[config.mk]
export PLATFORM = sky130hd
export DESIGN_NAME = duv_to_sdcm_converter
export DESIGN_NICKNAME = d
export VERILOG_FILES = /design/src/hdl/sdcm_pkg.sv /design/src/hdl/sdcm_step_calc.sv /design/src/hdl/sdcm_div_cell.sv /design/src/hdl/duv_to_sdcm_converter.sv
export SDC_FILE = /design/constraint.sdc
export NUM_CORES = 2
export LEC_CHECK = 0
export BUFFER_PORTS_ARGS = -buffer_cell sky130_fd_sc_hd__buf_2
export CORE_ASPECT_RATIO = 0.7
export CORE_MARGIN = 4
export CORE_UTILIZATION = 28
export DETAILED_ROUTE_END_ITERATION = 6
export PLACE_DENSITY_LB_ADDON = 0.1
export RECOVER_POWER = 100
export REMOVE_ABC_BUFFERS = 1
export SLEW_MARGIN = 10
export SYNTH_ARGS = -nofsm -noshare
export SYNTH_HDL_FRONTEND = slang
export SYNTH_SLANG_ARGS = --single-unit
[constraint.sdc]
create_clock -name clock -period 10.35 [get_ports clock]
set_input_delay 1.5525 -clock clock [delete_from_list [all_inputs] [get_ports clock]]
set_output_delay 1.5525 -clock clock [all_outputs]
set_load 0.02 [all_outputs]
[src/hdl/sdcm_pkg.sv]
// Shared types and constants for the Duv to SDCM converter.
// No dependencies.
package sdcm_pkg;

   localparam int MAG_W   = 24;
   localparam int TEMP_W  = 17;
   localparam int STEP_W  = 15;
   localparam int DIFF_W  = 9;
   localparam int OFF_W   = 10;
   localparam int REL_W   = 13;
   localparam int PROD_W  = 19;
   localparam int Q_W     = 20;

   localparam logic [TEMP_W-1:0] TEMP_LO   = 17'd1500;
   localparam logic [TEMP_W-1:0] TEMP_HI   = 17'd100000;
   localparam logic [TEMP_W-1:0] TEMP_FLAT = 17'd8500;
   localparam int BAND_W = 1000;
   localparam int NUM_BANDS = 7;

   // floor(p / 1000) == (p * RECIP_M) >> RECIP_SHIFT for every p below 2^PROD_W
   localparam int RECIP_W     = 20;
   localparam logic [RECIP_W-1:0] RECIP_M = 20'd536871;
   localparam int RECIP_SHIFT = 29;

   localparam logic [Q_W-1:0] SDCM_MAX = 20'hFFFFF;

   // step sizes in units of 2^-24
   localparam logic [STEP_W-1:0] STEP_TABLE [8] = '{
      15'd18455, 15'd18623, 15'd18790, 15'd18958,
      15'd19294, 15'd19629, 15'd19797, 15'd20133
   };

   typedef struct packed {
      logic              valid;
      logic              oor;
      logic [MAG_W-1:0]  mag;
      logic [STEP_W-1:0] step;
   } front_type;

   typedef struct packed {
      logic              valid;
      logic              oor;
      logic              sat;
      logic [STEP_W-1:0] step;
      logic [STEP_W-1:0] rem;
      logic [Q_W-1:0]    bits;
   } cell_type;

endpackage

[src/hdl/sdcm_step_calc.sv]
// Front pipeline: magnitude of Duv, range check and interpolated step size.
// Depends on sdcm_pkg.
module sdcm_step_calc import sdcm_pkg::*; (
   input  logic                     clock,
   input  logic                     reset,
   input  logic                     accept,
   input  logic signed [MAG_W-1:0]  duv,
   input  logic [TEMP_W-1:0]        color_temp,
   output front_type                front
);

   logic              v1_ff, v2_ff, v3_ff, v4_ff;
   logic              oor1_ff, oor2_ff, oor3_ff, oor4_ff;
   logic              flat1_ff, flat2_ff, flat3_ff;
   logic [MAG_W-1:0]  mag1_ff, mag2_ff, mag3_ff, mag4_ff;
   logic [OFF_W-1:0]  off1_ff;
   logic [STEP_W-1:0] lo1_ff, lo2_ff, lo3_ff, step4_ff;
   logic [DIFF_W-1:0] diff1_ff;
   logic [PROD_W-1:0] prod2_ff;
   logic [DIFF_W-1:0] interp3_ff;

   logic              oor1_in, flat1_in;
   logic [MAG_W-1:0]  mag1_in;
   logic [TEMP_W-1:0] rel_full;
   logic [REL_W-1:0]  rel;
   logic [2:0]        band;
   logic [REL_W-1:0]  base;
   logic [OFF_W-1:0]  off1_in;
   logic [STEP_W-1:0] lo1_in, hi1;
   logic [DIFF_W-1:0] diff1_in;
   logic [PROD_W+RECIP_W-1:0] recip_prod;

   always_comb begin
      oor1_in  = (color_temp < TEMP_LO) || (color_temp > TEMP_HI);
      flat1_in = (color_temp >= TEMP_FLAT);
      mag1_in  = duv[MAG_W-1] ? MAG_W'(-duv) : MAG_W'(duv);
      rel_full = color_temp - TEMP_LO;
      rel      = rel_full[REL_W-1:0];
      band     = 3'd0;
      base     = '0;
      for (int k = 1; k < NUM_BANDS; k++) begin
         if (rel >= REL_W'(k * BAND_W)) begin
            band = 3'(k);
            base = REL_W'(k * BAND_W);
         end
      end
      off1_in  = OFF_W'(rel - base);
      lo1_in   = STEP_TABLE[band];
      hi1      = STEP_TABLE[3'(band + 3'd1)];
      diff1_in = DIFF_W'(hi1 - lo1_in);
   end

   assign recip_prod = (PROD_W+RECIP_W)'(prod2_ff) * (PROD_W+RECIP_W)'(RECIP_M);

   always_ff @(posedge clock) begin
      if (reset) begin
         v1_ff <= 1'b0;
         v2_ff <= 1'b0;
         v3_ff <= 1'b0;
         v4_ff <= 1'b0;
      end else begin
         v1_ff <= accept;
         v2_ff <= v1_ff;
         v3_ff <= v2_ff;
         v4_ff <= v3_ff;
      end
   end

   always_ff @(posedge clock) begin
      // split band and offset
      oor1_ff  <= oor1_in;
      flat1_ff <= flat1_in;
      mag1_ff  <= mag1_in;
      off1_ff  <= off1_in;
      lo1_ff   <= lo1_in;
      diff1_ff <= diff1_in;
      // offset times slope
      oor2_ff  <= oor1_ff;
      flat2_ff <= flat1_ff;
      mag2_ff  <= mag1_ff;
      lo2_ff   <= lo1_ff;
      prod2_ff <= PROD_W'(off1_ff * diff1_ff);
      // divide by the band width
      oor3_ff    <= oor2_ff;
      flat3_ff   <= flat2_ff;
      mag3_ff    <= mag2_ff;
      lo3_ff     <= lo2_ff;
      interp3_ff <= DIFF_W'(recip_prod >> RECIP_SHIFT);
      // add the base step, hold the last step from the flat point on
      oor4_ff  <= oor3_ff;
      mag4_ff  <= mag3_ff;
      step4_ff <= flat3_ff ? STEP_TABLE[7] : STEP_W'(lo3_ff + STEP_W'(interp3_ff));
   end

   assign front.valid = v4_ff;
   assign front.oor   = oor4_ff;
   assign front.mag   = mag4_ff;
   assign front.step  = step4_ff;

endmodule

[src/hdl/sdcm_div_cell.sv]
// One restoring-division cell: develops one quotient bit per cycle.
// Depends on sdcm_pkg.
module sdcm_div_cell import sdcm_pkg::*; (
   input  logic     clock,
   input  logic     reset,
   input  cell_type cell_i,
   output cell_type cell_o
);

   cell_type         cell_ff;
   cell_type         cell_in;
   logic [STEP_W:0]  trial;
   logic             ge;

   always_comb begin
      trial   = {cell_i.rem, cell_i.bits[Q_W-1]};
      ge      = (trial >= {1'b0, cell_i.step});
      cell_in = cell_i;
      cell_in.rem  = ge ? STEP_W'(trial - {1'b0, cell_i.step}) : trial[STEP_W-1:0];
      cell_in.bits = {cell_i.bits[Q_W-2:0], ge};
   end

   always_ff @(posedge clock) begin
      if (reset) begin
         cell_ff <= '0;
      end else begin
         cell_ff <= cell_in;
      end
   end

   assign cell_o = cell_ff;

endmodule

[src/hdl/duv_to_sdcm_converter.sv]
// Top level of the Duv to SDCM converter: front pipeline and divider cell chain.
// Depends on sdcm_pkg, sdcm_step_calc and sdcm_div_cell.
//
// Usage:
//   Input channel: drive req_duv and req_color_temp with start high. An item is
//   taken at each rising edge with start high and busy low. busy is high only
//   while reset is asserted, so one item can enter on every cycle.
//   Result channel: rsp_strobe is high for exactly one cycle per item, with
//   rsp_sdcm and rsp_out_of_range valid in that cycle. Results leave in the
//   order items entered. The receiver cannot stall; it must take each result
//   in the cycle it is shown.
//   Pipeline: 4 step-size stages, 1 divider setup stage, 20 divider cells and
//   the output register. Throughput: one item per cycle. Step size: band
//   lookup, offset times slope, multiply by a reciprocal of the band width,
//   then add the band base, or hold the last step from the flat point on.
//   Division: a chain of 20 identical cells, one quotient bit each; the setup
//   stage flags saturation up front.
//   Reset: synchronous; clears all valid flags so no stale result appears.
//   SDCM_FRAC_BITS sets the fraction bits of rsp_sdcm (0..16).
module duv_to_sdcm_converter import sdcm_pkg::*; #(
   parameter int SDCM_FRAC_BITS = 8
) (
   input  logic                     clock,
   input  logic                     reset,
   input  logic                     start,
   output logic                     busy,
   input  logic signed [MAG_W-1:0]  req_duv,
   input  logic [TEMP_W-1:0]        req_color_temp,
   output logic                     rsp_strobe,
   output logic [Q_W-1:0]           rsp_sdcm,
   output logic                     rsp_out_of_range
);

   // dividend width, and the width used for its part above the quotient bits (at least STEP_W)
   localparam int DW = MAG_W + SDCM_FRAC_BITS;
   localparam int CW = (DW - Q_W > STEP_W) ? (DW - Q_W) : STEP_W;

   logic       accept;
   front_type  front;
   cell_type   head_ff, head_in;
   cell_type   chain [Q_W+1];
   logic [DW-1:0] dividend;
   logic [CW-1:0] upper;

   logic           strobe_ff;
   logic [Q_W-1:0] sdcm_ff, sdcm_in;
   logic           oor_ff;

   // hold off new items only during reset
   assign busy   = reset;
   assign accept = start && !busy;

   sdcm_step_calc u_step (
      .clock      (clock),
      .reset      (reset),
      .accept     (accept),
      .duv        (req_duv),
      .color_temp (req_color_temp),
      .front      (front)
   );

   // Setup stage: scale the magnitude, then check whether the quotient
   // fits in Q_W bits. If the part above the quotient bits is already at
   // least the step, the quotient overflows and the result saturates.
   always_comb begin
      dividend = DW'(front.mag) << SDCM_FRAC_BITS;
      upper    = CW'(dividend >> Q_W);
      head_in.valid = front.valid;
      head_in.oor   = front.oor;
      head_in.step  = front.step;
      head_in.sat   = (upper >= CW'(front.step));
      head_in.rem   = head_in.sat ? '0 : upper[STEP_W-1:0];
      head_in.bits  = dividend[Q_W-1:0];
   end

   always_ff @(posedge clock) begin
      if (reset) begin
         head_ff <= '0;
      end else begin
         head_ff <= head_in;
      end
   end

   assign chain[0] = head_ff;

   // one cell per quotient bit, most significant first
   for (genvar g = 0; g < Q_W; g++) begin : g_cell
      sdcm_div_cell u_cell (
         .clock  (clock),
         .reset  (reset),
         .cell_i (chain[g]),
         .cell_o (chain[g+1])
      );
   end

   // Output register: force zero out of range, saturate on overflow.
   always_comb begin
      if (chain[Q_W].oor) begin
         sdcm_in = '0;
      end else if (chain[Q_W].sat) begin
         sdcm_in = SDCM_MAX;
      end else begin
         sdcm_in = chain[Q_W].bits;
      end
   end

   always_ff @(posedge clock) begin
      if (reset) begin
         strobe_ff <= 1'b0;
      end else begin
         strobe_ff <= chain[Q_W].valid;
      end
      sdcm_ff <= sdcm_in;
      oor_ff  <= chain[Q_W].oor;
   end

   assign rsp_strobe       = strobe_ff;
   assign rsp_sdcm         = sdcm_ff;
   assign rsp_out_of_range = oor_ff;

endmodule

# Word level (Yosys, flattened, before mapping)
# Memory sizes are Yosys's and may differ from the RTL's.
# Cells that the tools add are included.
[classes]
bitwise = 2
mul = 2
muxes = 37
n_lt_le_gt_ge = 32
reduce_logical = 4
add_sub_neg = 25
[op_table]
columns = ["cell", "n"]
rows = [
  ["$mux W15", 21],
  ["$ge A16 B15 Y1", 19],
  ["$sub A15 B15 Y15", 19],
  ["$mux W10", 6],
  ["$mul A19 B20 Y38 const B", 1],
  ["$ge A13 B12 Y1 const B", 2],
  ["$ge A13 B13 Y1 const B", 2],
  ["$neg A24 Y24", 1],
  ["$mux W23", 1],
  ["$mux W20", 1],
  ["$mul A10 B9 Y19", 1],
  ["$mux W9", 2],
  ["$ge A17 B14 Y1 const B", 1],
  ["$gt A17 B17 Y1 const B", 1],
  ["$lt A17 B11 Y1 const B", 1],
  ["$add A15 B9 Y15", 1],
  ["$ge A12 B15 Y1", 1],
  ["$ge A13 B15 Y1", 1],
  ["$mux W3", 5],
  ["$ge A13 B10 Y1 const B", 1],
  ["$ge A13 B11 Y1 const B", 1],
  ["$sub A13 B11 Y13 const B", 1],
  ["$sub A10 B10 Y10", 1],
  ["$sub A9 B9 Y9", 1],
  ["other kinds (8)", 10],
]
[totals]
reg_bits = 1316
rom_bits = 240
mem_count = 2
word_cells = 256
[mem_list]
columns = ["memory", "words", "width", "rd", "rd_ports_with_merged_regs", "write_ports", "line", "text"]
rows = [
  ["(name not given)", 8, 15, 1, 0, 0, "sdcm_step_calc.sv:48", "lo1_in = STEP_TABLE[band];"],
  ["(name not given)", 8, 15, 1, 0, 0, "sdcm_step_calc.sv:49", "hi1 = STEP_TABLE[3'(band + 3'd1)];"],
]

# Longest topological paths before layout
[logic_depth]
depth_word = 14
mapped_depth = 22
mapped_depth_nobuf = 22

# Hierarchy
# A second synthesis with hierarchy kept.
[hier_totals]
cells_unflattened = 6597
area_unflattened_um2 = 62832.8
[by_module_without_submodules]
columns = ["module", "n_inst", "cells_each", "area_per_inst_um2"]
rows = [
  ["sdcm_div_cell", 20, 250, 2336.0],
  ["sdcm_step_calc", 1, 1381, 13902.1],
  ["duv_to_sdcm_converter", 1, 216, 2210.9],
]

# Worst setup path after synthesis
# No wires, ideal clock.
[synth_timing]
path_type = "register to register"
start = "register u_step.prod2_ff[16]"
end = "register u_step.interp3_ff[7]"
n_path_buf = 0
required_time_ps = 10278
arrival_ps = 5504
setup_ps = 72
path_slack_ps = 4774
path_stages_with_launch = 21
synth_period_minus_slack_ps = 5576
cell_sequence = "dfxtp_1 -> fa_1 -> inv_1 -> fa_1 -> inv_1 -> fa_1 -> fa_1 -> fa_1 -> inv_1 -> fa_1 -> inv_1 -> ha_1 -> a21o_1 -> a211oi_1 -> nor3_1 -> o31ai_1 -> a21o_1 -> a211oi_1 -> a311o_1 -> a21oi_1 -> xnor2_1"
[synth_via]
elab_chain_cells = 1
[synth_rtl]
columns = ["item", "line", "text"]
rows = [
  ["from (decl)", "sdcm_step_calc.sv:19", "logic [PROD_W-1:0] prod2_ff;"],
  ["from (signal assigned)", "sdcm_step_calc.sv:82", "prod2_ff <= PROD_W'(off1_ff * diff1_ff);"],
  ["$mul A19 B20 Y38", "sdcm_step_calc.sv:53", "assign recip_prod = (PROD_W+RECIP_W)'(prod2_ff) * (PROD_W+RECIP_W)'(RECIP_M);"],
  ["net u_step.recip_prod[36]", "sdcm_step_calc.sv:31", "logic [PROD_W+RECIP_W-1:0] recip_prod;"],
  ["to (signal assigned)", "sdcm_step_calc.sv:88", "interp3_ff <= DIFF_W'(recip_prod >> RECIP_SHIFT);"],
  ["to (decl)", "sdcm_step_calc.sv:20", "logic [DIFF_W-1:0] interp3_ff;"],
]
# The timed path passes the listed nets, and every way through them passes these cells.
# A chain may end at the register's enable or synchronous reset.

# Final worst setup path
[layout_timing]
start = "input reset"
end = "register g_cell[16].u_cell.cell_ff, in the netlist g_cell[16].u_cell.cell_o[34]"
[layout_rtl]
columns = ["item", "line", "text"]
rows = [
  ["from (decl)", "duv_to_sdcm_converter.sv:24", "input logic reset,"],
  ["to (signal assigned)", "sdcm_div_cell.sv:27", "cell_ff <= cell_in;"],
  ["to (decl)", "sdcm_div_cell.sv:10", "cell_type cell_ff;"],
]
# No word-level cell between the ends.

==> reports/metrics.cfg <==
[clock_network]
cts_sinks=1122
clock_tree.root_cell=clkbuf_16
postCtsSetupBuffers=0
cts_tree=yes
worst_skew_pair.late_latency_ns=0.75
ctsLongestPathBuffers=3
clkTransAtPathRegs_ns=0.06
cts_hold_buf=0
cts_buffers=120
cts_resized=0
h-tree-depth=3

[place]
place_congestion=0.788
dp.cells=7955
post_dp_cell_area_mm2=0.0563
dp.final_hpwl_um=89200
io_buffers=66

[setup_path]
cp.arrival_ns=7.80
r2r_slack_ns=4.31
end_kind=flip-flop
cp-start-kind=primary input
cp.required_ns=10.91
path_class=in2reg
worstPathMaxFanout=182

[global_route]
antenna_found_initial=4
grt_pass1_vias=35100
overflow=0
grtUsageTotal_pct=12.0
grt_max_degree=183
grt_pass1_wl_um=194000

[routing]
dr.pass1.iters=5
wl_per_cell_um=14.4
met1_length_um=68800
highest_layer=met4
vias=34900
first_iter_violations=1520
viasPerCell=4.27
ant_nets=0
drc=0
route.met3.wl_um=3730
wl_met2_um=43300
wirelength_um=118000

[timing]
drv_slew=644
tightest_slew_ns=3.73
hold_viol=0
fin_skew_ns=0.0349
finalCritPeriodShare_pct=70.0
finalHoldWorstSlack_ns=0.315
setup_viol=0
maxSlewHeadroom_pct=-149
tns_ns=0
fmax_mhz=138
min_period_ns=7.24
rsz0062_at_grt=no

[yosys]
yosysSeqAreaShare_pct=42.0
yosysTopAreaCell=dfxtp_1
synth_area_mm2=0.0534
postSynth.asyncResetShare_pct=0
synth.top_cell.area_share_pct=42.0
yosysWarningCount=0
synth.distinct_cells=82
synth_seq_cells=1122
avgSynthCellArea_um2=9.66
synth_edf_count=0
synthFlopType=dfxtp_1
synth_area_leaders=dfxtp_1, ha_1, fa_1, nor2b_1, inv_1
syn_inst=5530

[job]
cap_violations=9

[layout]
ff_latch_area_mm2=0.0225
multiInputGateArea_mm2=0.0277
finalInstanceArea_mm2=0.0603
drive_gt1_share_pct=5.95
nFillCells=19700
syn_to_final_growth_pct=13.0
final_common_cell=dfxtp_1
finalNonFillerCells=8182
mostFrequentLayoutCells=dfxtp_1, inv_1, nor2_1
nets=6289

[floorplanning]
initial_core_util_pct=28.3
core_mm2=0.189
row_count=133
dieWidth_um=530
die_height_um=373
die-area_mm2=0.198
io_pins=67

[run_status]
violations=max-capacitance violations, max-slew violations
status=complete, but fails checks

[min_path]
min_path_type=reg2reg

[critical path, stage by stage]
cell,delay (ns)
clkbuf_1,1.43
clkbuf_2,2.76
buf_4,0.82
buf_4,0.66
a2111oi_0,0.29
[cells by family (layout without fill, tap and decap cells)]
group                      count (synthesis)  count (layout)  synth area share (%)
buffers and inverters                    808             959                  5.94
other                                      0               4                     0
AOI/OAI and AO/OA                        790             790                  10.0
adders and majority gates                665             665                  17.8
and+or+nand+nor                         1659            1659                  15.6
xor gates and xnor gates                 256             256                  4.23
muxes                                    230             230                  4.31
DFF                                     1122            1122                  42.0
[Yosys cell counts, types with 14 or more instances]
| master | instances |
|---|---|
| a2111oi_0 | 16 |
| nor2b_1 | 434 |
| a211oi_2 | 17 |
| a221o_1 | 18 |
| o21ai_0 | 119 |
| o31ai_1 | 28 |
| dfxtp_1 | 1122 |
| a21o_1 | 58 |
| ha_1 | 505 |
| o21ai_1 | 21 |
| o211ai_1 | 23 |
| nand3_1 | 51 |
| inv_1 | 656 |
| buf_6 | 14 |
| mux2i_1 | 229 |
| o21a_1 | 69 |
| nand2_1 | 164 |
| a21oi_1 | 236 |
| nor3_1 | 85 |
| xnor2_1 | 172 |
| or3_1 | 23 |
| xor2_1 | 82 |
| a31oi_1 | 22 |
| o21ai_2 | 19 |
| a211oi_1 | 59 |
| nor2_1 | 612 |
| nand4_1 | 41 |
| fa_1 | 160 |
| or2_2 | 34 |
| and2_1 | 71 |
| clkbuf_1 | 126 |
| nand2b_1 | 80 |
[metrics by stage]
step                      setup slack (ns)  util, %
after global routing                  2.19     32.0
after global placement                4.26     29.8
after detailed placement              4.32     29.8
after floorplan                       4.77        -
after CTS                             4.28     32.1
final                                 3.11     32.0
[path summary, 6_finish.rpt]
path	end	startpoint	cells past startpoint
hold reg to reg	u_step.lo3_ff[1]	u_step.lo2_ff[1]	0
setup reg to reg	u_step.interp3_ff[7]	u_step.prod2_ff[16]	20
setup / recovery	g_cell[16].u_cell.cell_o[34]	reset	5
hold / removal	u_step.lo3_ff[1]	u_step.lo2_ff[1]	0
[metal layers]
| metal | track usage [%] | up-vias |
|---|---|---|
| met1 | 19.6 | 16000 |
| met3 | 1.96 | 157 |
| li1 | - | 18400 |
| met4 | 2.80 | 0 |
| met2 | 15.8 | 381 |
| met5 | 0 | - |
[state kept, by name, indices dropped and copies added, names as in the netlist, 10 cells and up]
| signal | flops |
|---|---|
| chain | 40 |
| u_step.mag2_ff | 24 |
| u_step.mag1_ff | 24 |
| u_step.prod2_ff | 19 |
| rsp_sdcm | 20 |
| u_step.step4_ff | 13 |
| u_step.off1_ff | 10 |
| g_cell.u_cell.cell_o | 867 |
| u_step.mag3_ff | 24 |
| u_step.mag4_ff | 24 |
[cell type report]
cell class                 count  area share [%]
tap                         2497            5.18
antenna                        4          0.0166
clock buffer                 168            5.59
inverter                     656            4.08
timing repair buffer          80           0.616
clock inverter                55            1.34
multi-input combinational   3600            46.0
sequential                  1122            37.2
Power is not shown: default switching activity piles up to over one toggle a cycle in this logic, so the estimate is an artifact.
